--- src/rtl/htd_mulq.sv ---
module htd_mulq #(
    parameter int WI = 33,
    parameter int F  = 30
) (
    input  logic                 i_clk,
    input  logic signed [WI-1:0] i_a,
    input  logic signed [WI-1:0] i_b,
    output logic signed [WI-1:0] o_p
);
    logic [WI-1:0]   r_ma;
    logic [WI-1:0]   r_mb;
    logic            r_neg1;
    logic [2*WI-1:0] r_prod;
    logic            r_neg2;
    logic [WI-1:0]   n_sh;
    logic signed [WI-1:0] r_p;

    // sign and magnitude, product truncates toward zero
    assign n_sh = WI'(r_prod >> F);

    always_ff @(posedge i_clk) begin
        r_ma   <= i_a[WI-1] ? WI'(-i_a) : WI'(i_a);
        r_mb   <= i_b[WI-1] ? WI'(-i_b) : WI'(i_b);
        r_neg1 <= i_a[WI-1] ^ i_b[WI-1];
        r_prod <= (2 * WI)'(r_ma) * (2 * WI)'(r_mb);
        r_neg2 <= r_neg1;
        r_p    <= r_neg2 ? $signed(-n_sh) : $signed(n_sh);
    end

    assign o_p = r_p;
endmodule

--- config.mk ---
export PLATFORM = sky130hd
export DESIGN_NAME = htd_mulq
export DESIGN_NICKNAME = d
export VERILOG_FILES = /design/src/rtl/htd_mulq.sv
export SDC_FILE = /design/constraint.sdc
export NUM_CORES = 2
export LEC_CHECK = 0
export BUFFER_PORTS_ARGS = -buffer_cell sky130_fd_sc_hd__buf_2
export CORE_ASPECT_RATIO = 1.2
export CORE_UTILIZATION = 60
export CTS_CLUSTER_SIZE = 12
export DETAILED_ROUTE_END_ITERATION = 10
export GPL_TIMING_DRIVEN = 0
export PLACE_DENSITY = 0.73
export SYNTH_ARGS = -nofsm -noshare
export SYNTH_HDL_FRONTEND = slang
export SYNTH_SLANG_ARGS = --single-unit
export TNS_END_PERCENT = 50
--- constraint.sdc ---
create_clock -name i_clk -period 12.45 [get_ports i_clk]
set_input_delay 2.49 -clock i_clk [delete_from_list [all_inputs] [get_ports i_clk]]
set_output_delay 2.49 -clock i_clk [all_outputs]
set_load 0.01 [all_outputs]
==> flow_summary.json <==
{
  "synthFlopType": "dfxtp_1",
  "synth_cell_types": 52,
  "first_iter_violations": 2718,
  "rsz0062_at_grt": "no",
  "synth-seq-cells": 134,
  "cp.required_ns": 12.78,
  "post-cts-setup-buffer-count": 0,
  "r2r-end": "r_prod[62]",
  "finClkSkew_ns": 0.0154,
  "drive_gt1_share_pct": 3.35,
  "fmax_mhz": 91.9,
  "coreArea_sq_mm": 0.0624,
  "io_buffers": 99,
  "clockBufferDepth": 2,
  "grt-ovfl-total": 0,
  "final_nets": 5515,
  "antenna_found_initial": 22,
  "clock_latency_ns": 0.45,
  "numCtsBuffers": 17,
  "yosysTopAreaCell": "fa_1",
  "die_area_sq_mm": 0.0646,
  "hold_viol": 0,
  "status": "finished, violations left",
  "violations": "max-slew violations",
  "grt_max_degree": 17,
  "dpl.hpwl_um": 112000,
  "area_growth_pct": 5.73,
  "min_to": "r_neg2",
  "arrival_ns": 11.21,
  "final.fill_count": 5296,
  "syn-cell-area_sq_mm": 0.0382,
  "worstPathMaxFanout": 10,
  "wl_um": 137000,
  "gp_congestion": 1.06,
  "yosys_warnings": 0,
  "fin_setup_tns_ns": 0,
  "syn_nets": 5397,
  "h-tree-depth": 4,
  "startpoint_type": "flip-flop",
  "crit_top_cell": "fa_1",
  "die_h_um": 278,
  "hp-class": "reg2reg",
  "ant_nets": 0,
  "ys_async_sr_fraction_pct": 0,
  "slowest_delay_ns": 1.29,
  "worstSetupPathType": "reg2reg",
  "grt_first_pass_wirelength_um": 203000,
  "reg2reg_depth": 24,
  "cts.sinks": 134,
  "end_kind": "flip-flop",
  "route.detailed.drc": 0,
  "netlist.area_leader.share_pct": 50.1,
  "cts-root-buf": "clkbuf_16",
  "ctsResizeCount": 0,
  "whs_path_depth": 0,
  "setup_violations": 0,
  "max-cap-violations": 0,
  "netlist_top_cells_area": "fa_1 50%, inv_1 9.8%, and2_1 8.7%",
  "reg2reg_slack_ns": 1.57,
  "firstDrtPassIters": 6,
  "grtUsageTotal_pct": 44.8,
  "tightestPinTransition_ns": 1.51,
  "via_per_inst": 5.88,
  "cp_slowest_cell": "a221oi_1",
  "cts_tree": "done",
  "synth_most_common_cell": "inv_1",
  "grt_pass1_vias": 32300,
  "synthCells": 4134,
  "initial_core_util_pct": 61.1,
  "cts.clk_slew.worst_paths_ns": 0.07,
  "min-delay-start": "r_neg1",
  "synth_common_cells": "998 x inv_1, 955 x fa_1, 607 x nand2_1",
  "max-slew-margin-rel_pct": -0.930,
  "ys_seq_area_share_pct": 7.03,
  "ios": 100,
  "synth_edf_count": 0,
  "cp_cell_sequence": "clkbuf_1 > nand2_1 > fa_1 > fa_1 > fa_1 > fa_1 > fa_1 > inv_1 > fa_1 > fa_1 > inv_1 > fa_1 > inv_1 > ha_1 > and4_1 > nand3_1 > a221oi_1 > nor4b_1 > o31ai_2 > a21oi_1 > o21a_1 > o21ai_0 > a31oi_1 > xnor2_1",
  "num_rows": 100,
  "vias": 30000,
  "wl_per_cell_um": 26.8,
  "syn_area_per_cell_sq_um": 9.23,
  "timing.rr.start": "r_ma[14]",
  "dieWidth_um": 232,
  "min_period_ns": 10.88,
  "drv_slew": 2,
  "cts_hold_buf": 0,
  "finalCritPeriodShare_pct": 87.4
}
## placed cells by master, fill, tap and decap left out, types with 4 or more instances in the layout
cell       count
nand2b_1       9
nor4_1         4
ha_1         241
inv_8          6
nand3_1       16
a21oi_1       47
o31ai_1       24
nor2b_1        4
fa_1         955
xor2_1        20
clkbuf_1     215
buf_2         99
diode_2       23
or3_1         20
and2_1       531
xnor2_1      114
o21a_1         8
nand2_1      607
nor2_1        20
o21ai_0       44
o41ai_1        8
or4_1          8
inv_1        998
nand4_1       11
and3_1         6
a21o_1        32
nor3_1        10
clkbuf_16     17
dfxtp_1      134
## logic make-up after synthesis
logic type      synth area share [%]
fa+ha+maj                       58.0
flops                           7.03
xor+xnor                        3.07
buf+inv                         11.9
simple gates                    16.7
compound gates                  3.32
## critical path, delay by kind of cell (launching register included)
kind	cells	cell delay (ns)
DFF	1	0.60
and+or+nand+nor	4	1.16
adders and majority gates	9	4.39
xor gates and xnor gates	1	0.13
buffers and inverters	4	1.22
AOI/OAI and AO/OA	6	3.26
## how the worst max path moves through the flow
stage,from,to,cells after the start
after CTS,r_ma[14],r_prod[62],24
after global placement,r_ma[14],r_prod[62],24
final,r_ma[14],r_prod[62],24
after detailed placement,r_ma[14],r_prod[62],24
after floorplan,r_ma[25],r_prod[56],27
after global routing,r_ma[14],r_prod[62],26
## flip-flops by register name, indices dropped and copies added, names as in the netlist
name / cells
r_mb: 33
o_p: 33
r_neg1: 1
r_prod: 33
r_neg2: 1
r_ma: 33
## through the flow
stage / hold WS (ns) / cell area, sq um / util, % / setup slack, ns / std cells
2_1_floorplan: 0.310 / 38200 / - / 4.82 / 4134
3_3_place_gp: 0.311 / 39700 / 63.6 / 1.81 / 5049
4_1_cts: 0.340 / 40300 / 64.5 / 1.77 / 5081
3_5_place_dp: 0.323 / 39700 / 63.6 / 1.78 / 5049
5_1_grt: 0.344 / 40300 / 64.6 / 1.58 / 5085
6_report: 0.347 / 40400 / 64.6 / 1.57 / 5104
## final cells by class
type                       count  area, sq um  share of cell area [%]
tap                          816         1020                    2.53
multi-input combinational   2786        30900                    76.7
clock buffer                  17          425                    1.05
clock inverter                15          179                   0.443
sequential                   134         2680                    6.65
timing repair buffer          99          495                    1.23
inverter                     998         3750                    9.28
buffer                       216          811                    2.01
antenna                       23         57.6                   0.143
## per-layer routing
layer	GRT usage (%)	routed length (um)
met5	0	69
met4	40.1	16000
met3	12.5	13900
met2	69.7	62500
met1	50.0	44400
Power is left out: the tool's default activity adds up to more than one toggle a clock period on the data nets, which glitch-free logic cannot reach.
