==> src/rtl/htd_sqrt_cell.sv <==
module htd_sqrt_cell #(
    parameter int IDX = 0
) (
    input  logic        i_clk,
    input  logic [63:0] i_v,
    input  logic [63:0] i_res,
    output logic [63:0] o_v,
    output logic [63:0] o_res
);
    localparam logic [63:0] BIT = 64'd1 << (62 - 2 * IDX);

    logic [63:0] r_v;
    logic [63:0] r_res;
    logic [63:0] n_trial;

    assign n_trial = i_res + BIT;

    always_ff @(posedge i_clk) begin
        if (i_v >= n_trial) begin
            r_v   <= i_v - n_trial;
            r_res <= (i_res >> 1) + BIT;
        end else begin
            r_v   <= i_v;
            r_res <= i_res >> 1;
        end
    end

    assign o_v   = r_v;
    assign o_res = r_res;
endmodule

==> config.mk <==
export PLATFORM = sky130hd
export DESIGN_NAME = htd_sqrt_cell
export DESIGN_NICKNAME = d
export VERILOG_FILES = /design/src/rtl/htd_sqrt_cell.sv
export SDC_FILE = /design/constraint.sdc
export NUM_CORES = 1
export LEC_CHECK = 0
export ABC_AREA = 1
export BUFFER_PORTS_ARGS = -buffer_cell sky130_fd_sc_hd__buf_2
export CAP_MARGIN = 0
export CORE_MARGIN = 3
export CORE_UTILIZATION = 45
export DETAILED_ROUTE_END_ITERATION = 12
export HOLD_SLACK_MARGIN = 0.05
export PLACE_DENSITY = 0.67
export SETUP_SLACK_MARGIN = 0.02
export SLEW_MARGIN = 20
export SYNTH_ARGS = -nofsm -noshare
export SYNTH_HDL_FRONTEND = slang
export SYNTH_SLANG_ARGS = --single-unit
==> constraint.sdc <==
create_clock -name i_clk -period 2.95 [get_ports i_clk]
set_clock_uncertainty 0.2 [all_clocks]
set_input_delay 0 -clock i_clk [delete_from_list [all_inputs] [get_ports i_clk]]
set_output_delay 0 -clock i_clk [all_outputs]
set_load 0.01 [all_outputs]
==> impl_metrics.prom <==
# TYPE chip_impl_metric gauge
chip_impl_metric{name="core_region_area",unit="sq um"} 21100
chip_impl_metric{name="postSynth.asyncResetShare",unit=""} 0
chip_impl_info{name="hold_path_origin",value="i_res[62]"} 1
chip_impl_metric{name="place.gp.congestion",unit=""} 0.997
chip_impl_metric{name="detailed_place_hpwl",unit="microns"} 31200
chip_impl_metric{name="detailroute.via_count",unit=""} 11900
chip_impl_metric{name="netlist_instances",unit=""} 1712
chip_impl_metric{name="yosys-mux-area-fraction",unit=""} 0
chip_impl_metric{name="setup_viol",unit=""} 0
chip_impl_metric{name="fin_ws",unit="ps"} 80.6
chip_impl_metric{name="synth-seq-area-share",unit=""} 0.265
chip_impl_metric{name="placement.setup.worst_slack",unit="ps"} 206
chip_impl_info{name="worst_setup_path_startpoint",value="i_res[0]"} 1
chip_impl_metric{name="number_of_hold_violations_in_the_final_report",unit=""} 0
chip_impl_metric{name="synth_enable_flop_cells",unit=""} 0
chip_impl_info{name="yosysMostFrequentCell",value="nand2_1"} 1
chip_impl_metric{name="static-leakage-power",unit="nW"} 8.46
chip_impl_metric{name="p_per_area",unit="nW/um^2"} 492
chip_impl_info{name="worst_path_top_cell_family_by_delay",value="simple AND/OR/NAND/NOR gates"} 1
chip_impl_metric{name="num_rows",unit=""} 53
chip_impl_info{name="critical_path.most_common_cell",value="nand2_2"} 1
chip_impl_metric{name="detail_route.wl_per_cell",unit="microns"} 16.8
chip_impl_metric{name="cts_buffer_depth",unit=""} 2
chip_impl_metric{name="clk_pin_slew_worst_paths",unit="ps"} 60
chip_impl_metric{name="routed_wl",unit="microns"} 41300
chip_impl_metric{name="fin_tns_setup",unit="ps"} 0
chip_impl_metric{name="drive_above_1_share",unit=""} 0.152
chip_impl_metric{name="nNetsFinal",unit=""} 2362
chip_impl_metric{name="drtAntennaViolNets",unit=""} 0
chip_impl_metric{name="grt_first_pass_wirelength",unit="microns"} 63300
chip_impl_metric{name="grt_remaining_overflow",unit=""} 0
chip_impl_metric{name="via_count_of_the_first_global_routing_pass",unit=""} 11800
chip_impl_metric{name="netlist.area_leader.share",unit=""} 0.296
chip_impl_metric{name="synth.yosys.warnings",unit=""} 0
chip_impl_metric{name="synth.ff_latch_count",unit=""} 128
chip_impl_metric{name="floorplan_die_area",unit="sq um"} 23300
chip_impl_metric{name="port_buffers",unit=""} 256
chip_impl_metric{name="cts_setup_buffers",unit=""} 0
chip_impl_metric{name="post-route-period-util",unit=""} 0.973
chip_impl_metric{name="floorplan.die.height",unit="microns"} 153
chip_impl_info{name="start_kind",value="primary input"} 1
chip_impl_metric{name="grt_use_total",unit=""} 0.344
chip_impl_metric{name="crit_fanout",unit=""} 45
chip_impl_metric{name="clock_sink_count",unit=""} 128
chip_impl_info{name="synthTopCellsByCount",value="762 x nand2_1, 401 x inv_1, 128 x dfxtp_1"} 1
chip_impl_info{name="cts-root-buf",value="clkbuf_16"} 1
chip_impl_info{name="rsz_0062_raised_after_global_routing",value="true"} 1
chip_impl_metric{name="yosys.area_share.simple",unit=""} 0.426
chip_impl_metric{name="timing_worst_slew_pin_value",unit="ps"} 713
chip_impl_metric{name="cts_buf_count",unit=""} 17
chip_impl_info{name="crit_path_top_delay_cell",value="dlygate4sd3_1"} 1
chip_impl_metric{name="maxClockFrequency",unit="MHz"} 349
chip_impl_metric{name="vias_per_cell",unit=""} 4.82
chip_impl_info{name="worstSetupPathType",value="primary input to register"} 1
chip_impl_metric{name="synth_cell_types",unit=""} 29
chip_impl_metric{name="number_of_buffers_and_inverters_on_the_critical_path",unit=""} 5
chip_impl_metric{name="areaGrowthSynthToFinish",unit="%"} 43.1
chip_impl_metric{name="post_synth.cell_area_avg",unit="sq um"} 5.65
chip_impl_metric{name="synth_compound_gate_area_share",unit=""} 0.0273
chip_impl_metric{name="detail_route.drc_violations",unit=""} 0
chip_impl_metric{name="power.ir.vdd_worst",unit="mV"} 0.382
chip_impl_metric{name="max-slew-margin-rel",unit=""} 0.521
chip_impl_info{name="status",value="finished, final reports clean"} 1
chip_impl_info{name="synth_top_cells_by_area",value="nand2_1 30%, dfxtp_1 26%, inv_1 16%, ha_1 8.3%, nor2_1 4.3%"} 1
chip_impl_info{name="crit_chain",value="dlygate4sd3_1 -> buf_2 -> ha_1 -> fa_1 -> inv_1 -> nand3_1 -> nand2_4 -> nand2_2 -> nand2_2 -> nand2_1 -> nand2_2 -> nand2_2 -> nand3_2 -> nand2_2 -> nand2_4 -> inv_4 -> buf_12 -> nand2_1 -> nand2_1"} 1
chip_impl_info{name="largest_family_of_logic_cells_by_synthesized_area",value="simple AND/OR/NAND/NOR gates"} 1
chip_impl_info{name="synth.largest_area_cell",value="nand2_1"} 1
chip_impl_info{name="min-delay-path-class",value="primary input to register"} 1
chip_impl_metric{name="die_w",unit="microns"} 153
chip_impl_metric{name="synth.cell_area",unit="sq um"} 9680
chip_impl_metric{name="detail_route.first_pass.iterations",unit=""} 6
chip_impl_metric{name="cts_max_level",unit=""} 4
chip_impl_metric{name="cp_data_required_time",unit="ps"} 3070
chip_impl_metric{name="report.final.slew_viol_count",unit=""} 0
chip_impl_metric{name="cp.arrival",unit="ps"} 2980
chip_impl_metric{name="io_pins",unit=""} 257
chip_impl_info{name="synth_top_flop_cell",value="dfxtp_1"} 1
chip_impl_metric{name="initial_core_utilization",unit=""} 0.459
chip_impl_metric{name="grt_start_max_net_pins",unit=""} 53
chip_impl_metric{name="post_synthesis_net_count",unit=""} 1906
chip_impl_metric{name="timing.final.crit_period",unit="ps"} 2870
chip_impl_metric{name="max_cap_viol_count",unit=""} 0
chip_impl_info{name="cts_tree",value="done"} 1
chip_impl_metric{name="worst_path_largest_cell_delay",unit="ps"} 570
chip_impl_metric{name="synth-adder-area-share",unit=""} 0.0848
chip_impl_metric{name="initialDrtViolationCount",unit=""} 910
chip_impl_metric{name="post_synth_xor_area_fraction",unit=""} 0.0290
chip_impl_metric{name="antenna_found_initial",unit=""} 1
chip_impl_info{name="end_kind",value="register"} 1
-- area by class of cell --
class / instances / area, sq um
antenna: 1 / 2.50
multi-input combinational: 1164 / 5490
inverter: 407 / 1530
fill: 1903 / 7240
tap: 275 / 344
clock inverter: 12 / 205
sequential: 128 / 2560
timing repair buffer: 450 / 3260
clock buffer: 20 / 457
-- sequential cells by signal, indices dropped and copies added, names as in the netlist --
| register | count |
|---|---|
| o_res | 64 |
| o_v | 64 |
-- metal layers --
layer / track usage / vias to the layer above / wire length [microns]
met3: 0.0471 / 81 / 2390
met5: 0 / - / 0
met1: 0.414 / 5360 / 17100
met2: 0.624 / 458 / 20400
met4: 0.123 / 0 / 1430
li1: - / 5951 / -
-- cell usage in the layout, fill, tap and decap left out, types with 2 or more instances in the layout --
cell type,n
ha_1,64
nor4_1,3
inv_1,401
and2_1,2
clkbuf_16,18
inv_2,5
nor3_2,3
nand4_1,20
nor3_1,7
nand3_1,77
nand2_4,2
nand2_2,6
clkbuf_8,2
clkinv_4,2
bufinv_16,5
nand3_2,13
dfxtp_1,128
xnor2_1,2
nor2_1,112
nand2_1,762
a21oi_1,43
inv_6,2
dlygate4sd3_1,188
nor2_2,7
buf_2,256
o21ai_0,7
buf_4,3
xor2_1,30
clkinvlp_4,2
-- power breakdown --
group          internal (mW)  switching, mW  total, mW  leakage, nW
Combinational          0.879           1.45       2.33         7.06
Sequential              1.97         0.0675       2.04         1.08
Clock                   1.55          0.897       2.45        0.317
-- logic make-up (layout without fill, tap and decap cells) --
group                    count (synthesis)  count (layout)
AO/OA/AOI/OAI                           52              52
XOR/XNOR                                32              32
adder cells (fa/ha/maj)                 65              65
buffers and inverters                  420             889
flip-flops                             128             128
other                                    0               1
AND/OR/NAND/NOR                       1015            1015
-- per-stage QoR --
stage	instances	power [mW]	utilization	area, sq um	hold slack, ps
6_report	2457	6.82	0.657	13900	56.9
4_1_cts	2455	6.73	0.655	13800	50.7
2_1_floorplan	1712	3.34	-	9680	-172
3_3_place_gp	2235	4.09	0.534	11300	-83.9
5_1_grt	2457	7.13	0.657	13900	93.1
3_5_place_dp	2235	4.11	0.534	11300	-83.0
-- path summary, 6_finish.rpt --
| check | end | cells past startpoint |
|---|---|---|
| worst max-delay path | o_v[38] | 19 |
| worst min-delay path | o_res[61] | 2 |
-- repair_timing --
| action | CTS | global route |
|---|---|---|
| endpoints found under the hold margin | 128 | 0 |
| gates resized for setup | 0 | 3 |
| endpoints found under the setup margin | 0 | 5 |
| hold buffers | 188 | 0 |
Power figures use the tool's default switching activity.
