$ cat src/rtl/htd_pkg.sv
package htd_pkg;

    typedef logic [63:0] t_u64;
    typedef logic signed [63:0] t_s64;

    typedef enum logic [1:0] {
        CFG_FRONT_LAT = 2'd0,
        CFG_FRONT_LON = 2'd1,
        CFG_BACK_LAT  = 2'd2,
        CFG_BACK_LON  = 2'd3
    } t_cfg_idx;

    localparam int DIFF_W     = 34;
    localparam int MAG_W      = 31;
    localparam int DIST_W     = 25;
    localparam int VEC_W      = 36;
    localparam int SQRT_STEPS = 32;
    localparam int N_SIN      = 4;
    localparam int N_ANG      = 7;

    localparam logic signed [DIFF_W-1:0] U90  = 34'sd900000000;
    localparam logic signed [DIFF_W-1:0] U180 = 34'sd1800000000;
    localparam logic signed [DIFF_W-1:0] U360 = 34'sd3600000000;

    localparam t_u64 PI_Q60       = 64'h3243F6A8885A308D;
    localparam t_u64 RAD_Q60      = (PI_Q60 + 64'd900000000) / 64'd1800000000;
    localparam t_u64 INV_GAIN_Q32 = 64'h9B74EDA8;
    localparam logic [22:0] EARTH_R = 23'd6371000;
    localparam logic [23:0] TWO_R   = 24'd12742000;

    // shift-subtract division, elaboration only
    function automatic t_u64 udiv(input t_u64 n, input t_u64 d);
        t_u64 q;
        t_u64 r;
        q = '0;
        r = '0;
        for (int b = 63; b >= 0; b--) begin
            r = {r[62:0], n[b]};
            if (r >= d) begin
                r = r - d;
                q[b] = 1'b1;
            end
        end
        return q;
    endfunction

    // atan(2^-i) in Qf, series in Q62 then rounded half up
    function automatic t_s64 atan_q(input int i, input int f);
        t_s64 acc;
        t_u64 v;
        t_u64 t;
        acc = '0;
        if (i == 0) begin
            v = PI_Q60;
        end else begin
            for (int k = 0; i * (2 * k + 1) <= 62; k++) begin
                t = udiv(64'd1 << (62 - i * (2 * k + 1)), 64'(2 * k + 1));
                if (k % 2 == 1) acc = acc - $signed(t);
                else acc = acc + $signed(t);
            end
            v = $unsigned(acc);
        end
        return $signed((v + (64'd1 << (61 - f))) >> (62 - f));
    endfunction

    function automatic t_s64 inv_gain_q(input int f);
        if (f >= 32) return $signed(INV_GAIN_Q32 << (f - 32));
        else return $signed((INV_GAIN_Q32 + (64'd1 << (31 - f))) >> (32 - f));
    endfunction

    function automatic t_s64 half_pi_q(input int f);
        return $signed((PI_Q60 + (64'd1 << (60 - f))) >> (61 - f));
    endfunction

endpackage

$ cat src/rtl/htd_vec_cell.sv
module htd_vec_cell #(
    parameter int WV  = 36,
    parameter int W   = 33,
    parameter int F   = 30,
    parameter int IDX = 0
) (
    input  logic                 i_clk,
    input  logic signed [WV-1:0] i_x,
    input  logic signed [WV-1:0] i_y,
    input  logic signed [W-1:0]  i_z,
    output logic signed [WV-1:0] o_x,
    output logic signed [WV-1:0] o_y,
    output logic signed [W-1:0]  o_z
);
    localparam logic signed [W-1:0] ATAN = W'(htd_pkg::atan_q(IDX, F));

    logic signed [WV-1:0] r_x;
    logic signed [WV-1:0] r_y;
    logic signed [W-1:0]  r_z;

    // drive y toward zero, z collects the angle
    always_ff @(posedge i_clk) begin
        if (!i_y[WV-1]) begin
            r_x <= i_x + (i_y >>> IDX);
            r_y <= i_y - (i_x >>> IDX);
            r_z <= i_z + ATAN;
        end else begin
            r_x <= i_x - (i_y >>> IDX);
            r_y <= i_y + (i_x >>> IDX);
            r_z <= i_z - ATAN;
        end
    end

    assign o_x = r_x;
    assign o_y = r_y;
    assign o_z = r_z;
endmodule

$ cat config.mk
export PLATFORM = sky130hd
export DESIGN_NAME = htd_vec_cell
export DESIGN_NICKNAME = d
export VERILOG_FILES = /design/src/rtl/htd_pkg.sv /design/src/rtl/htd_vec_cell.sv
export SDC_FILE = /design/constraint.sdc
export NUM_CORES = 1
export LEC_CHECK = 0
export BUFFER_PORTS_ARGS = -buffer_cell sky130_fd_sc_hd__clkbuf_2
export CORE_MARGIN = 3
export CORE_UTILIZATION = 45
export CTS_BUF_LIST = sky130_fd_sc_hd__clkbuf_8
export DETAILED_ROUTE_END_ITERATION = 10
export MAX_ROUTING_LAYER = met4
export PLACE_DENSITY_LB_ADDON = 0.15
export SYNTH_ARGS = -nofsm -noshare
export SYNTH_HDL_FRONTEND = slang
export SYNTH_SLANG_ARGS = --single-unit
$ cat constraint.sdc
create_clock -name i_clk -period 3.7 [get_ports i_clk]
set_clock_uncertainty 0.2 [all_clocks]
set_input_delay 0.37 -clock i_clk [delete_from_list [all_inputs] [get_ports i_clk]]
set_output_delay 0.37 -clock i_clk [all_outputs]
set_load 0.02 [all_outputs]
==> flow_metrics.env <==
export IMPL_status="finished, final reports clean"
export IMPL_vdd_drop_max_v=0.000190
export IMPL_yosysTopAreaCell="dfxtp_1"
export IMPL_worst_pin_slew_ns=0.863
export IMPL_path_class="input pin to flop"
export IMPL_root_buffer="clkbuf_8"
export IMPL_firstDrtPassIters=6
export IMPL_ant_nets=0
export IMPL_synth_nets=1529
export IMPL_yosysSeqAreaShare=0.210
export IMPL_synthTopCellsByArea="dfxtp_1, ha_1, a21oi_1"
export IMPL_dr_wl_met3_mm=2.00
export IMPL_cts_tree="built"
export IMPL_setup_tns_ns=0
export IMPL_period_needed_ns=3.37
export IMPL_cp_start_kind="input pin"
export IMPL_hp_class="input pin to flop"
export IMPL_layout_nets=1762
export IMPL_crit_arrival_ns=3.48
export IMPL_route_detailed_wl_per_inst_um=16.8
export IMPL_p_leak_uw=0.00573
export IMPL_postLayoutCoreUtil=0.544
export IMPL_max_freq_mhz=297
export IMPL_path_max_fanout=4
export IMPL_placedCellCount=1778
export IMPL_hold_violations=0
export IMPL_io_buffers=210
export IMPL_slew_viol_final=0
export IMPL_place_ws_ns=-0.0594
export IMPL_dp_hpwl_mm=24.7
export IMPL_gp_congestion=0.968
export IMPL_cp_common_cell="a211oi_2"
export IMPL_grt_util_all_layers=0.252
export IMPL_postPlaceCellArea_mm2=0.0114
export IMPL_die_w_um=155
export IMPL_dieHeight_um=155
export IMPL_critPathMaxStageDelay_ns=0.46
export IMPL_grt_overflow=0
export IMPL_n_antenna_cell=0
export IMPL_period_share=0.911
export IMPL_grt_pass1_wl_mm=48.3
export IMPL_ys_flop_type="dfxtp_1"
export IMPL_synth_top_area_frac=0.210
export IMPL_ys_seq_elements=104
export IMPL_crit_chain="clkbuf_2 > ha_1 > fa_1 > nor2b_1 > o21bai_1 > a21oi_1 > o21a_1 > a2111o_1 > a211o_2 > a211oi_2 > o21a_2 > nor3_1 > a211oi_2"
export IMPL_numCtsBuffers=9
export IMPL_clkTransAtPathRegs_ns=0.11
export IMPL_antenna_found_initial=0
export IMPL_stdcell_area_mm2=0.0116
export IMPL_rsz0062_at_grt="false"
export IMPL_areaGrowthSynthToFinish_pct=17.1
export IMPL_drt_iter0_markers=769
export IMPL_via_per_inst=5.56
export IMPL_synth_edf_count=0
export IMPL_fin_ws_ns=0.331
export IMPL_grt_pass1_vias=9526
export IMPL_wirelength_mm=30.2
export IMPL_whs_path_depth=2
export IMPL_finalNonFillerCells=1796
export IMPL_initial_core_util=0.465
export IMPL_routed_top_layer="met4"
export IMPL_num_io_pins=211
export IMPL_async_flop_share=0
export IMPL_drive_gt1_frac=0.202
export IMPL_post_cts_buffers=0
export IMPL_worstPathRequired_ns=3.81
export IMPL_max_slew_margin=0.425
export IMPL_synth_avg_cell_area_um2=7.74
export IMPL_rows=53
export IMPL_ys_types=74
export IMPL_fp_dieArea_mm2=0.0239
export IMPL_drc=0
export IMPL_cts_sinks=104
export IMPL_yosys_warnings=0
export IMPL_wl_met1_mm=14.1
export IMPL_crit_path_end_kind="flop"
export IMPL_p_per_area_mw_per_mm2=373
export IMPL_vias=9978
export IMPL_syn_inst=1283
export IMPL_grt_start_max_net_pins=84
export IMPL_htreeDepth=3
export IMPL_setup_viol=0
export IMPL_synth_area_mm2=0.00993
export IMPL_clk_path_buf_depth=2
export IMPL_wl_met2_mm=13.5
export IMPL_crit_slowest_cell="a2111o_1"
export IMPL_core_area_mm2=0.0214
export IMPL_cap_violations=0
==> Yosys cell counts (all sizes together), types with 13 or more instances <==
| cell | n |
|---|---|
| o21ai | 93 |
| a211oi | 20 |
| o21bai | 19 |
| nand2b | 16 |
| dfxtp | 104 |
| ha | 136 |
| inv | 112 |
| nor3 | 25 |
| nor2b | 17 |
| nand4 | 18 |
| buf | 15 |
| xnor2 | 73 |
| xor2 | 20 |
| a21o | 43 |
| a21oi | 184 |
| clkbuf | 34 |
| nor2 | 111 |
| mux2i | 13 |
| nand2 | 66 |
==> kinds of logic (layout without fill, tap and decap cells) <==
logic type / after synthesis / after routing / synth area share
AO/OA/AOI/OAI: 456 / 456 / 0.287
XOR/XNOR: 93 / 93 / 0.0820
adder cells (fa/ha/maj): 140 / 140 / 0.179
buffers and inverters: 165 / 403 / 0.0790
flip-flops: 104 / 104 / 0.210
multiplexers: 13 / 13 / 0.0131
AND/OR/NAND/NOR: 312 / 312 / 0.150
==> through the flow <==
| step | power (µW) | hold WS, ns |
|---|---|---|
| after floorplan | 2910 | 0.227 |
| after global placement | 3620 | 0.363 |
| after detailed placement | 3620 | 0.364 |
| after CTS | 4350 | 0.0240 |
| after global routing | 4610 | 0.0510 |
| final | 4330 | 0.0468 |
==> final cells by class <==
type	instances	area (µm²)
Fill cell	2080	9730
Multi-Input combinational cell	1014	7060
Clock buffer	9	124
Sequential cell	104	2080
Clock inverter	7	53.8
Timing Repair Buffer	271	1520
Inverter	116	440
Tap cell	275	344
==> path summary, 6_finish.rpt <==
check | startpoint | to | slack [ns]
max | i_x[0] | o_y[34]$_DFF_P_ | 0.33
min | i_z[1] | o_z[1]$_DFF_P_ | 0.05
==> placed cells by master, fill, tap and decap left out, types with 6 or more instances in the layout <==
master      n
a211oi_1   18
a21boi_0    6
a21o_1     43
a21oi_1   184
a31oi_1     6
buf_4      60
clkbuf_2  209
clkbuf_8    9
dfxtp_1   104
ha_1      136
inv_1     111
mux2i_1    13
nand2_1    66
nand2b_1   16
nand3_1    12
nand4_1    18
nor2_1    111
nor2b_1    17
nor3_1     25
nor4_1     12
o21a_1     11
o21ai_0    93
o21bai_1   19
o221ai_1    7
o31a_1      7
o31ai_1     8
or3_1      10
xnor2_1    73
xor2_1     20
==> power breakdown <==
part           switching (µW)  leakage [µW]  total, µW  internal [µW]
combinational            1340       0.00476       2150            817
clock                     463     0.0000879        716            253
sequential               82.7      0.000878       1470           1380
==> critical path, delay by kind of cell <==
family,cells,cell delay [ns]
compound gates,8,2.11
fa+ha+maj,2,0.66
simple gates,2,0.22
buf+inv,1,0.11
==> sequential cells by signal, summed over array words and instances, names as in the netlist <==
signal / flops
o_z: 33
o_y: 36
o_x: 35
==> what timing repair did <==
| action | CTS | global route |
|---|---|---|
| hold buffers | 2 | 0 |
| endpoints found under the hold margin | 3 | 0 |
| resized for setup | 0 | 0 |
==> per-layer routing <==
metal,up-vias,track usage
li1,4988,-
met1,4573,0.346
met2,382,0.399
met3,35,0.0246
met4,0,0.0669
met5,-,-
(Power assumes the default switching activity.)
