<file path="src/rtl/htd_pkg.sv">
package htd_pkg;

    typedef logic [63:0] t_u64;
    typedef logic signed [63:0] t_s64;

    typedef enum logic [1:0] {
        CFG_FRONT_LAT = 2'd0,
        CFG_FRONT_LON = 2'd1,
        CFG_BACK_LAT  = 2'd2,
        CFG_BACK_LON  = 2'd3
    } t_cfg_idx;

    localparam int DIFF_W     = 34;
    localparam int MAG_W      = 31;
    localparam int DIST_W     = 25;
    localparam int VEC_W      = 36;
    localparam int SQRT_STEPS = 32;
    localparam int N_SIN      = 4;
    localparam int N_ANG      = 7;

    localparam logic signed [DIFF_W-1:0] U90  = 34'sd900000000;
    localparam logic signed [DIFF_W-1:0] U180 = 34'sd1800000000;
    localparam logic signed [DIFF_W-1:0] U360 = 34'sd3600000000;

    localparam t_u64 PI_Q60       = 64'h3243F6A8885A308D;
    localparam t_u64 RAD_Q60      = (PI_Q60 + 64'd900000000) / 64'd1800000000;
    localparam t_u64 INV_GAIN_Q32 = 64'h9B74EDA8;
    localparam logic [22:0] EARTH_R = 23'd6371000;
    localparam logic [23:0] TWO_R   = 24'd12742000;

    // shift-subtract division, elaboration only
    function automatic t_u64 udiv(input t_u64 n, input t_u64 d);
        t_u64 q;
        t_u64 r;
        q = '0;
        r = '0;
        for (int b = 63; b >= 0; b--) begin
            r = {r[62:0], n[b]};
            if (r >= d) begin
                r = r - d;
                q[b] = 1'b1;
            end
        end
        return q;
    endfunction

    // atan(2^-i) in Qf, series in Q62 then rounded half up
    function automatic t_s64 atan_q(input int i, input int f);
        t_s64 acc;
        t_u64 v;
        t_u64 t;
        acc = '0;
        if (i == 0) begin
            v = PI_Q60;
        end else begin
            for (int k = 0; i * (2 * k + 1) <= 62; k++) begin
                t = udiv(64'd1 << (62 - i * (2 * k + 1)), 64'(2 * k + 1));
                if (k % 2 == 1) acc = acc - $signed(t);
                else acc = acc + $signed(t);
            end
            v = $unsigned(acc);
        end
        return $signed((v + (64'd1 << (61 - f))) >> (62 - f));
    endfunction

    function automatic t_s64 inv_gain_q(input int f);
        if (f >= 32) return $signed(INV_GAIN_Q32 << (f - 32));
        else return $signed((INV_GAIN_Q32 + (64'd1 << (31 - f))) >> (32 - f));
    endfunction

    function automatic t_s64 half_pi_q(input int f);
        return $signed((PI_Q60 + (64'd1 << (60 - f))) >> (61 - f));
    endfunction

endpackage

</file>
<file path="src/rtl/htd_rot_cell.sv">
module htd_rot_cell #(
    parameter int W   = 33,
    parameter int F   = 30,
    parameter int IDX = 0
) (
    input  logic                i_clk,
    input  logic signed [W-1:0] i_x,
    input  logic signed [W-1:0] i_y,
    input  logic signed [W-1:0] i_z,
    output logic signed [W-1:0] o_x,
    output logic signed [W-1:0] o_y,
    output logic signed [W-1:0] o_z
);
    localparam logic signed [W-1:0] ATAN = W'(htd_pkg::atan_q(IDX, F));

    logic signed [W-1:0] r_x;
    logic signed [W-1:0] r_y;
    logic signed [W-1:0] r_z;

    always_ff @(posedge i_clk) begin
        if (!i_z[W-1]) begin
            r_x <= i_x - (i_y >>> IDX);
            r_y <= i_y + (i_x >>> IDX);
            r_z <= i_z - ATAN;
        end else begin
            r_x <= i_x + (i_y >>> IDX);
            r_y <= i_y - (i_x >>> IDX);
            r_z <= i_z + ATAN;
        end
    end

    assign o_x = r_x;
    assign o_y = r_y;
    assign o_z = r_z;
endmodule

</file>
<file path="config.mk">
export PLATFORM = sky130hd
export DESIGN_NAME = htd_rot_cell
export DESIGN_NICKNAME = d
export VERILOG_FILES = /design/src/rtl/htd_pkg.sv /design/src/rtl/htd_rot_cell.sv
export SDC_FILE = /design/constraint.sdc
export NUM_CORES = 1
export LEC_CHECK = 0
export ABC_AREA = 1
export BUFFER_PORTS_ARGS = -buffer_cell sky130_fd_sc_hd__buf_2
export CORE_ASPECT_RATIO = 0.6
export CORE_MARGIN = 10
export CORE_UTILIZATION = 55
export CTS_BUF_LIST = sky130_fd_sc_hd__clkbuf_8
export CTS_CLUSTER_SIZE = 14
export DETAILED_ROUTE_END_ITERATION = 10
export PLACE_DENSITY = 0.78
export SLEW_MARGIN = 15
export SYNTH_ARGS = -nofsm -noshare
export SYNTH_HDL_FRONTEND = slang
export SYNTH_SLANG_ARGS = --single-unit
</file>
<file path="constraint.sdc">
create_clock -name i_clk -period 4 [get_ports i_clk]
set_clock_uncertainty 0.2 [all_clocks]
set_input_delay 0.2 -clock i_clk [delete_from_list [all_inputs] [get_ports i_clk]]
set_output_delay 0.2 -clock i_clk [all_outputs]
set_load 0.005 [all_outputs]
</file>
==> impl_metrics.yaml, run 1 <==
sta:
  tns_ps: 0
  final_max_slew_viol_count: 0
  slew_headroom_pct: 47.8
  tightest_slew_ps: 783
  rsz0062_at_grt: "no"
  hold_violations: 0
  final.period_utilization_pct: 74.1
  fmax_mhz: 337
  finalSetupViolations: 0
  period_minus_slack_ps: 2960
clock_network:
  cts_buffer_depth: 2
  cts_max_level: 3
  cts_resized: 0
  clkSinkCount: 98
  clkTransAtPathRegs_ps: 100
  numCtsBuffers: 9
  cts_tree: "yes"
  cts_root_buf: "clkbuf_8"
setup_path:
  path_class: "in2reg"
  path_common_cell: "nand2_1"
  critical_path.top_delay_family: "adder cells"
  max_stage_delay_ps: 560
  crit_required_ps: 4100
  setup.worst_path.end_class: "flip-flop"
  path_buf_inv: 2
  timing.critical_path.cells: "dlygate4sd3_1 -> buf_2 -> ha_1 -> fa_1 -> o21ai_1 -> nand2_1 -> nand2_1 -> nand2_1 -> nand2_1 -> nand2_1 -> nand2_1 -> nand2_1 -> nand3_1 -> nand2_1"
  crit_path_max_fanout: 5
  cpMaxStageDelayCell: "fa_1"
  cp-start-kind: "primary input"
  critPathArrivalTime_ps: 3070
outcome:
  outcome: "completed"
yosys:
  synthTopCellsByCount: "nand2_1 (680), inv_1 (353), nor2_1 (197), nand3_1 (164), ha_1 (135)"
  synthFlopType: "dfxtp_1"
  syn_inst: 2027
  syn-num-nets: 2266
  ys_seq_area_share_pct: 16.9
  synth_top_area_share_pct: 22.1
  synthArstFlopShare_pct: 0
  ys_seq_elements: 98
  netlist_area_um2: 11600
  synth_largest_area_cell: "nand2_1"
  yosysMostFrequentCell: "nand2_1"
  ys_warn_count: 0
  synth_edf_count: 0
  yosysUniqueCellTypes: 38
  synth_area_leaders: "nand2_1 (22%), dfxtp_1 (17%), ha_1 (15%), inv_1 (11%), nand3_1 (7.1%)"
  syn_area_per_cell_um2: 5.71
placed_design:
  portBuffers: 198
  place_hpwl_mm: 38.8
  gp_routability_congestion: 1.07
drt:
  vias: 13900
  m1WireLength_mm: 21.0
  wirelength_mm: 45.6
  firstDrtPassIters: 7
  wl_per_cell_um: 18.3
  wl_met2_mm: 16.2
  drtIter0Drc: 1902
  dr.max_layer_used: "met4"
  vias_per_cell: 5.57
  routed-wl-met3_mm: 7.64
  drc_errors: 0
  antenna_left: 0
final_layout:
  drive_gt1_share_pct: 11.3
  n_antenna_cell: 0
  nets: 2453
  area_delta_synth_final_pct: 12.6
floorplan:
  num_io_pins: 199
  fp.coreArea_um2: 20300
  start_util_pct: 57.0
  die_h_um: 132
  fp.dieArea_um2: 27400
  rows: 40
  die_x_um: 207
min_path:
  hp-class: "in2reg"
global_route:
  grt_use_total_pct: 31.9
  grt_pass1_vias: 12700
  grt-ovfl-total: 0
  antenna_found_initial: 0
  grt_max_degree: 65
  grt_pass1_wl_mm: 70.3
power_and_ir_drop:
  leakagePower_nw: 7.65
  max-vdd-ir-drop_uv: 252
  power.total_mw: 3.78
  power.density_nw_per_um2: 290
job:
  drv_cap: 0
==> report_power, final <==
part,total [mW],internal [mW],switching [mW]
Clock,0.668,0.257,0.411
Combinational,1.90,0.625,1.27
Sequential,1.22,1.16,0.0502
==> layout make-up <==
cell class,count,area (µm²)
tap,273,342
sequential,98,1960
clock inverter,6,56.3
timing repair buffer,219,1190
fill,2024,7290
inverter,357,1340
multi-input combinational,1529,8000
clock buffer,10,138
==> cells in the final DEF, fill, tap and decap left out, types with 3 or more instances in the layout <==
cell           netlist  final
o21ai_1              5      5
nand3_2              4      4
o211ai_1             6      6
fa_1                 4      4
nor3_1              11     11
and2_1               9      9
buf_4               13      3
xor2_1              42     42
a21oi_2              3      3
o21bai_1            16     16
buf_2               15    198
clkbuf_8             0     10
dlygate4sd3_1        0     18
ha_1               135    135
nand2_2              9      9
o21ai_0             78     78
o21ai_2              3      3
dfxtp_1             98     98
o22ai_1              8      8
nand2_1            680    680
inv_1              353    352
nand4_1             18     18
o21a_1               6      6
nor2_2               7      7
nand3_1            164    164
a21oi_1            109    109
nor2_1             197    197
inv_2                4      5
==> logic make-up after synthesis <==
group	Yosys count	share of synthesized area [%]
AO/OA/AOI/OAI	241	11.4
XOR/XNOR	44	3.33
adder cells (fa/ha/maj)	139	15.3
buffers and inverters	400	13.9
flip-flops	98	16.9
multiplexers	1	0.0865
AND/OR/NAND/NOR	1104	39.0
==> per-stage QoR <==
stage               setup WS, ps  std cells  hold slack [ps]  area, µm²  util (%)
finish                      1040       2492             27.2      13000      64.1
detailed placement          1160       2458              262      12700      62.3
global route                 935       2492             24.7      13000      64.1
floorplan                   1540       2027              100      11600         -
CTS                         1250       2492            0.552      13000      64.1
global placement            1190       2458              256      12700      62.3
==> per-layer routing <==
layer  GRT usage, %  vias to the layer above
li1               -                     6655
met1           46.4                     6215
met2           40.8                      948
met3           14.8                       62
met4           5.93                        0
met5              0                        -
==> what timing repair did <==
| item | 4_1_cts | 5_1_grt |
|---|---|---|
| setup buffers | 0 | 0 |
| hold buffers | 18 | 0 |
| endpoints found under the hold margin | 17 | 0 |
==> worst paths after layout <==
check / start / to / slack [ps] / depth (start not counted)
worst min-delay path: i_y[1] / o_x[1] / 30 / 3
worst max-delay path: i_y[0] / o_x[24] / 1040 / 14
==> flip-flops by register name (all words and copies together), names as in the netlist <==
signal and cells:
o_x 32, o_y 33, o_z 33
Note: power is estimated with default switching activity, not from simulation.
==> run 2: changes to the inputs <==
==> constraint.sdc (replaced) <==
create_clock -name i_clk -period 2.9 [get_ports i_clk]
set_clock_uncertainty 0.2 [all_clocks]
set_input_delay 0.145 -clock i_clk [delete_from_list [all_inputs] [get_ports i_clk]]
set_output_delay 0.145 -clock i_clk [all_outputs]
set_load 0.005 [all_outputs]
==> run 2 against run 1 <==
Effect of this change: sequential cell count stayed put; combinational power is 39% higher; first-iteration DRC count down 2.2%; sequential power rose by 39%; largest cell class unchanged.
==> impl_metrics.yaml, run 2 (synthesis gave the netlist of run 1 again) <==
floorplan:
  fp.dieArea_um2: 27400
  die_h_um: 132
  die_x_um: 207
  rows: 40
  start_util_pct: 57.0
  fp.coreArea_um2: 20300
  num_io_pins: 199
setup_path:
  setup.worst_path.end_class: "flip-flop"
  cp-start-kind: "primary input"
  crit_required_ps: 2990
  path_class: "in2reg"
  crit_path_max_fanout: 5
  critPathArrivalTime_ps: 2810
outcome:
  outcome: "completed"
sta:
  finalSetupViolations: 0
  final.period_utilization_pct: 94.1
  period_minus_slack_ps: 2730
  slew_headroom_pct: 56.0
  hold_violations: 0
  final_max_slew_viol_count: 0
  tightest_slew_ps: 654
  fmax_mhz: 367
  rsz0062_at_grt: "no"
  tns_ps: 0
clock_network:
  cts_resized: 0
  cts_root_buf: "clkbuf_8"
  cts_tree: "yes"
  numCtsBuffers: 9
  clkSinkCount: 98
  cts_max_level: 3
  cts_buffer_depth: 2
  clkTransAtPathRegs_ps: 100
power_and_ir_drop:
  power.density_nw_per_um2: 399
  max-vdd-ir-drop_uv: 387
  leakagePower_nw: 7.76
  power.total_mw: 5.30
global_route:
  grt_max_degree: 50
  grt_pass1_wl_mm: 70.4
  grt_pass1_vias: 12500
  grt-ovfl-total: 0
  grt_use_total_pct: 32.0
  antenna_found_initial: 1
drt:
  antenna_left: 0
  wirelength_mm: 46.1
  vias: 13900
  wl_per_cell_um: 18.3
  drtIter0Drc: 1861
  drc_errors: 0
  firstDrtPassIters: 7
  vias_per_cell: 5.51
final_layout:
  final_common_cell: "nand2_1"
  area_delta_synth_final_pct: 14.5
  nets: 2479
  final_cell_mix: "nand2_1 (680), inv_1 (352), buf_2 (198)"
  drive_gt1_share_pct: 11.8
  fill_cells: 1991
job:
  drv_cap: 0
placed_design:
  gp_routability_congestion: 1.09
  place_hpwl_mm: 39.0
  portBuffers: 198
min_path:
  hp-class: "in2reg"
==> run 2: per-layer routing <==
metal / global-route usage [%] / share of wire (%) / up-vias
li1: - / - / 6722
met1: 47.9 / 46 / 6173
met2: 40.8 / 36 / 929
met3: 12.7 / 16 / 64
met4: 5.89 / 1.4 / 0
met5: 0 / 0 / -
==> run 2: final timing paths <==
kind	cells after the start	endpoint	from	slack, ps
worst max-delay path	13	o_y[20]	i_y[0]	170
worst min-delay path	5	o_x[32]	i_x[32]	20
==> run 2: power breakdown <==
part           internal, mW  switching (mW)  total (mW)  leakage [nW]
registers              1.61          0.0786        1.69         0.827
logic                 0.892            1.75        2.64          6.84
clock network         0.354           0.611       0.965        0.0962
total                  2.85            2.44        5.30          7.76
==> run 2: area by class of cell <==
| type | instances | area (µm²) | area share, % |
|---|---|---|---|
| clock buffer | 10 | 138 | 1.04 |
| tap | 273 | 342 | 2.58 |
| clock inverter | 6 | 53.8 | 0.406 |
| antenna | 1 | 2.50 | 0.0189 |
| sequential | 98 | 1960 | 14.8 |
| inverter | 357 | 1340 | 10.1 |
| multi-input combinational | 1529 | 8000 | 60.3 |
| timing repair buffer | 245 | 1420 | 10.7 |
==> run 2: stage by stage <==
stage	cell area, µm²	worst slack (ps)	cells	util, %	hold WS [ps]
floorplan	11600	499	2027	-	45.0
global placement	12800	362	2472	62.8	188
detailed placement	12800	334	2472	62.8	180
CTS	13300	326	2518	65.2	1.74
global route	13300	37.0	2519	65.2	37.1
finish	13300	172	2519	65.2	18.1
==> run 2: worst max-delay path, cell delays in order <==
cell	delay, ps
dlygate4sd3_1	530
buf_2	130
inv_1	40
ha_1	340
fa_1	540
o21ai_1	350
nand2_1	100
nand2_1	190
nand2_1	110
nand2_1	70
nand2_1	50
nand3_1	80
nand2_1	130
==> run 2: timing repair <==
| item | 4_1_cts | 5_1_grt |
|---|---|---|
| buffers inserted | 0 | 0 |
| endpoints found under the hold margin | 31 | 0 |
| hold buffers | 30 | 0 |
==> run 3: changes to the inputs <==
--- a/config.mk
+++ b/config.mk
@@ -8,12 +8,11 @@
 export ABC_AREA = 1
 export BUFFER_PORTS_ARGS = -buffer_cell sky130_fd_sc_hd__buf_2
 export CORE_ASPECT_RATIO = 0.6
-export CORE_MARGIN = 10
 export CORE_UTILIZATION = 55
 export CTS_BUF_LIST = sky130_fd_sc_hd__clkbuf_8
 export CTS_CLUSTER_SIZE = 14
 export DETAILED_ROUTE_END_ITERATION = 10
-export PLACE_DENSITY = 0.78
+export PLACE_DENSITY = 0.75
 export SLEW_MARGIN = 15
 export SYNTH_ARGS = -nofsm -noshare
 export SYNTH_HDL_FRONTEND = slang
==> run 3 against run 2 <==
Effect of this change: non-clock buffer count increased by 3; worst hold slack got worse by 4.5 ps; global-route usage increased by 7.3 points; combinational power decreased by 2%; core utilization increased by 0.26 points; design area increased by 0.41%; sequential share of layout area decreased by 0.060 points.
==> impl_metrics.yaml, run 3 (synthesis gave the netlist of run 1 again) <==
drt:
  wirelength_mm: 42.7
  vias_per_cell: 5.44
  drtIter0Drc: 1644
  firstDrtPassIters: 6
  vias: 13700
  wl_per_cell_um: 16.9
  drc_errors: 0
  antenna_left: 0
clock_network:
  cts_resized: 0
  cts_buffer_depth: 2
  cts_root_buf: "clkbuf_8"
  postCtsHoldBufs: 32
  cts_max_level: 3
  clkSinkCount: 98
  cts_tree: "yes"
  numCtsBuffers: 9
  cts_setup_buffers: 0
  clkTransAtPathRegs_ps: 100
final_layout:
  finalInstanceArea_um2: 13300
  final_common_cell: "nand2_1"
  drive_gt1_share_pct: 11.8
  nets: 2482
  final_cell_mix: "nand2_1 (680), inv_1 (352), buf_2 (198)"
  fill_cells: 1959
  n_antenna_cell: 0
  area_delta_synth_final_pct: 15.0
sta:
  rsz0062_at_grt: "no"
  fmax_mhz: 358
  tightest_slew_ps: 658
  slew_headroom_pct: 56.1
  final.period_utilization_pct: 96.2
  worst_slack_ps: 111
  finalSetupViolations: 0
  hold_violations: 0
  tns_ps: 0
  final_max_slew_viol_count: 0
  period_minus_slack_ps: 2790
global_route:
  grt_pass1_vias: 12000
  grt_use_total_pct: 39.3
  grt-ovfl-total: 0
  antenna_found_initial: 0
  grt_max_degree: 59
  grt_pass1_wl_mm: 65.1
setup_path:
  setup.worst_path.end_class: "flip-flop"
  cpMaxStageDelayCell: "fa_1"
  path_common_cell: "nand2_1"
  max_stage_delay_ps: 540
  path_class: "in2reg"
  timing.critical_path.cells: "dlygate4sd3_1 -> buf_2 -> ha_1 -> fa_1 -> o21ai_1 -> nand2_1 -> nand2_1 -> nand2_1 -> nand2_1 -> nand2_1 -> nand2_1 -> nand2_1 -> nand3_1 -> nand2_1"
  path_buf_inv: 2
  cp-start-kind: "primary input"
  crit_path_max_fanout: 5
  critPathArrivalTime_ps: 2900
  crit_required_ps: 3010
  critical_path.top_delay_family: "adder cells"
power_and_ir_drop:
  leakagePower_nw: 7.79
  power.density_nw_per_um2: 402
  max-vdd-ir-drop_uv: 312
placed_design:
  pre_cts_ws_ps: 294
  place_hpwl_mm: 36.0
  portBuffers: 198
  gp_routability_congestion: 1.07
  placed_area_um2: 12800
floorplan:
  rows: 40
  die_x_um: 189
  fp.coreArea_um2: 20300
  die_h_um: 114
  fp.dieArea_um2: 21600
  start_util_pct: 57.0
  num_io_pins: 199
min_path:
  hp-class: "in2reg"
  worstHoldPathCells: 3
  whs_endpoint: "o_y[1]"
  hold_start: "i_x[1]"
job:
  drv_cap: 0
outcome:
  outcome: "completed"
## run 3: power breakdown
group	internal, mW	switching (mW)	leakage (nW)	total, mW
Sequential	1.61	0.0771	0.827	1.68
Clock	0.443	0.616	0.108	1.06
Combinational	0.899	1.70	6.85	2.60
Total	2.95	2.40	7.79	5.35
## run 3: per-layer routing
metal  track usage, %  vias up  routed length (µm)
met3             16.5       49                6790
li1                 -     6715                   -
met1             59.7     6056               20500
met5                0        -                   0
met4             8.01        0                 629
met2             49.3      882               14800
## run 3: how the worst max path moves through the flow
stage             from      end  slack (ps)  cells after the start
5_1_grt         i_y[0]  o_y[24]          10                     15
6_report        i_y[0]  o_x[32]         110                     14
2_1_floorplan  i_z[32]  o_z[29]         500                     14
3_3_place_gp    i_x[4]  o_x[29]         320                     14
4_1_cts         i_y[0]  o_y[24]         250                     15
3_5_place_dp    i_x[0]  o_x[32]         290                     14
## run 3: stage by stage
stage	util, %	hold WS, ps	std cells	power (mW)
3_5_place_dp	62.8	191	2473	4.17
6_report	65.5	13.6	2521	5.35
4_1_cts	65.5	2.13	2521	5.25
5_1_grt	65.5	22.7	2521	5.66
3_3_place_gp	62.8	177	2473	4.14
2_1_floorplan	-	45.0	2027	3.24
## run 3: layout make-up
type	count	area (µm²)	area share [%]
well taps	273	342	2.57
clock inverters	6	82.6	0.620
flip-flops and latches	98	1960	14.7
inverters	357	1340	10.1
multi-input cells	1529	8000	60.1
repair buffers	248	1450	10.9
clock buffers	10	138	1.03
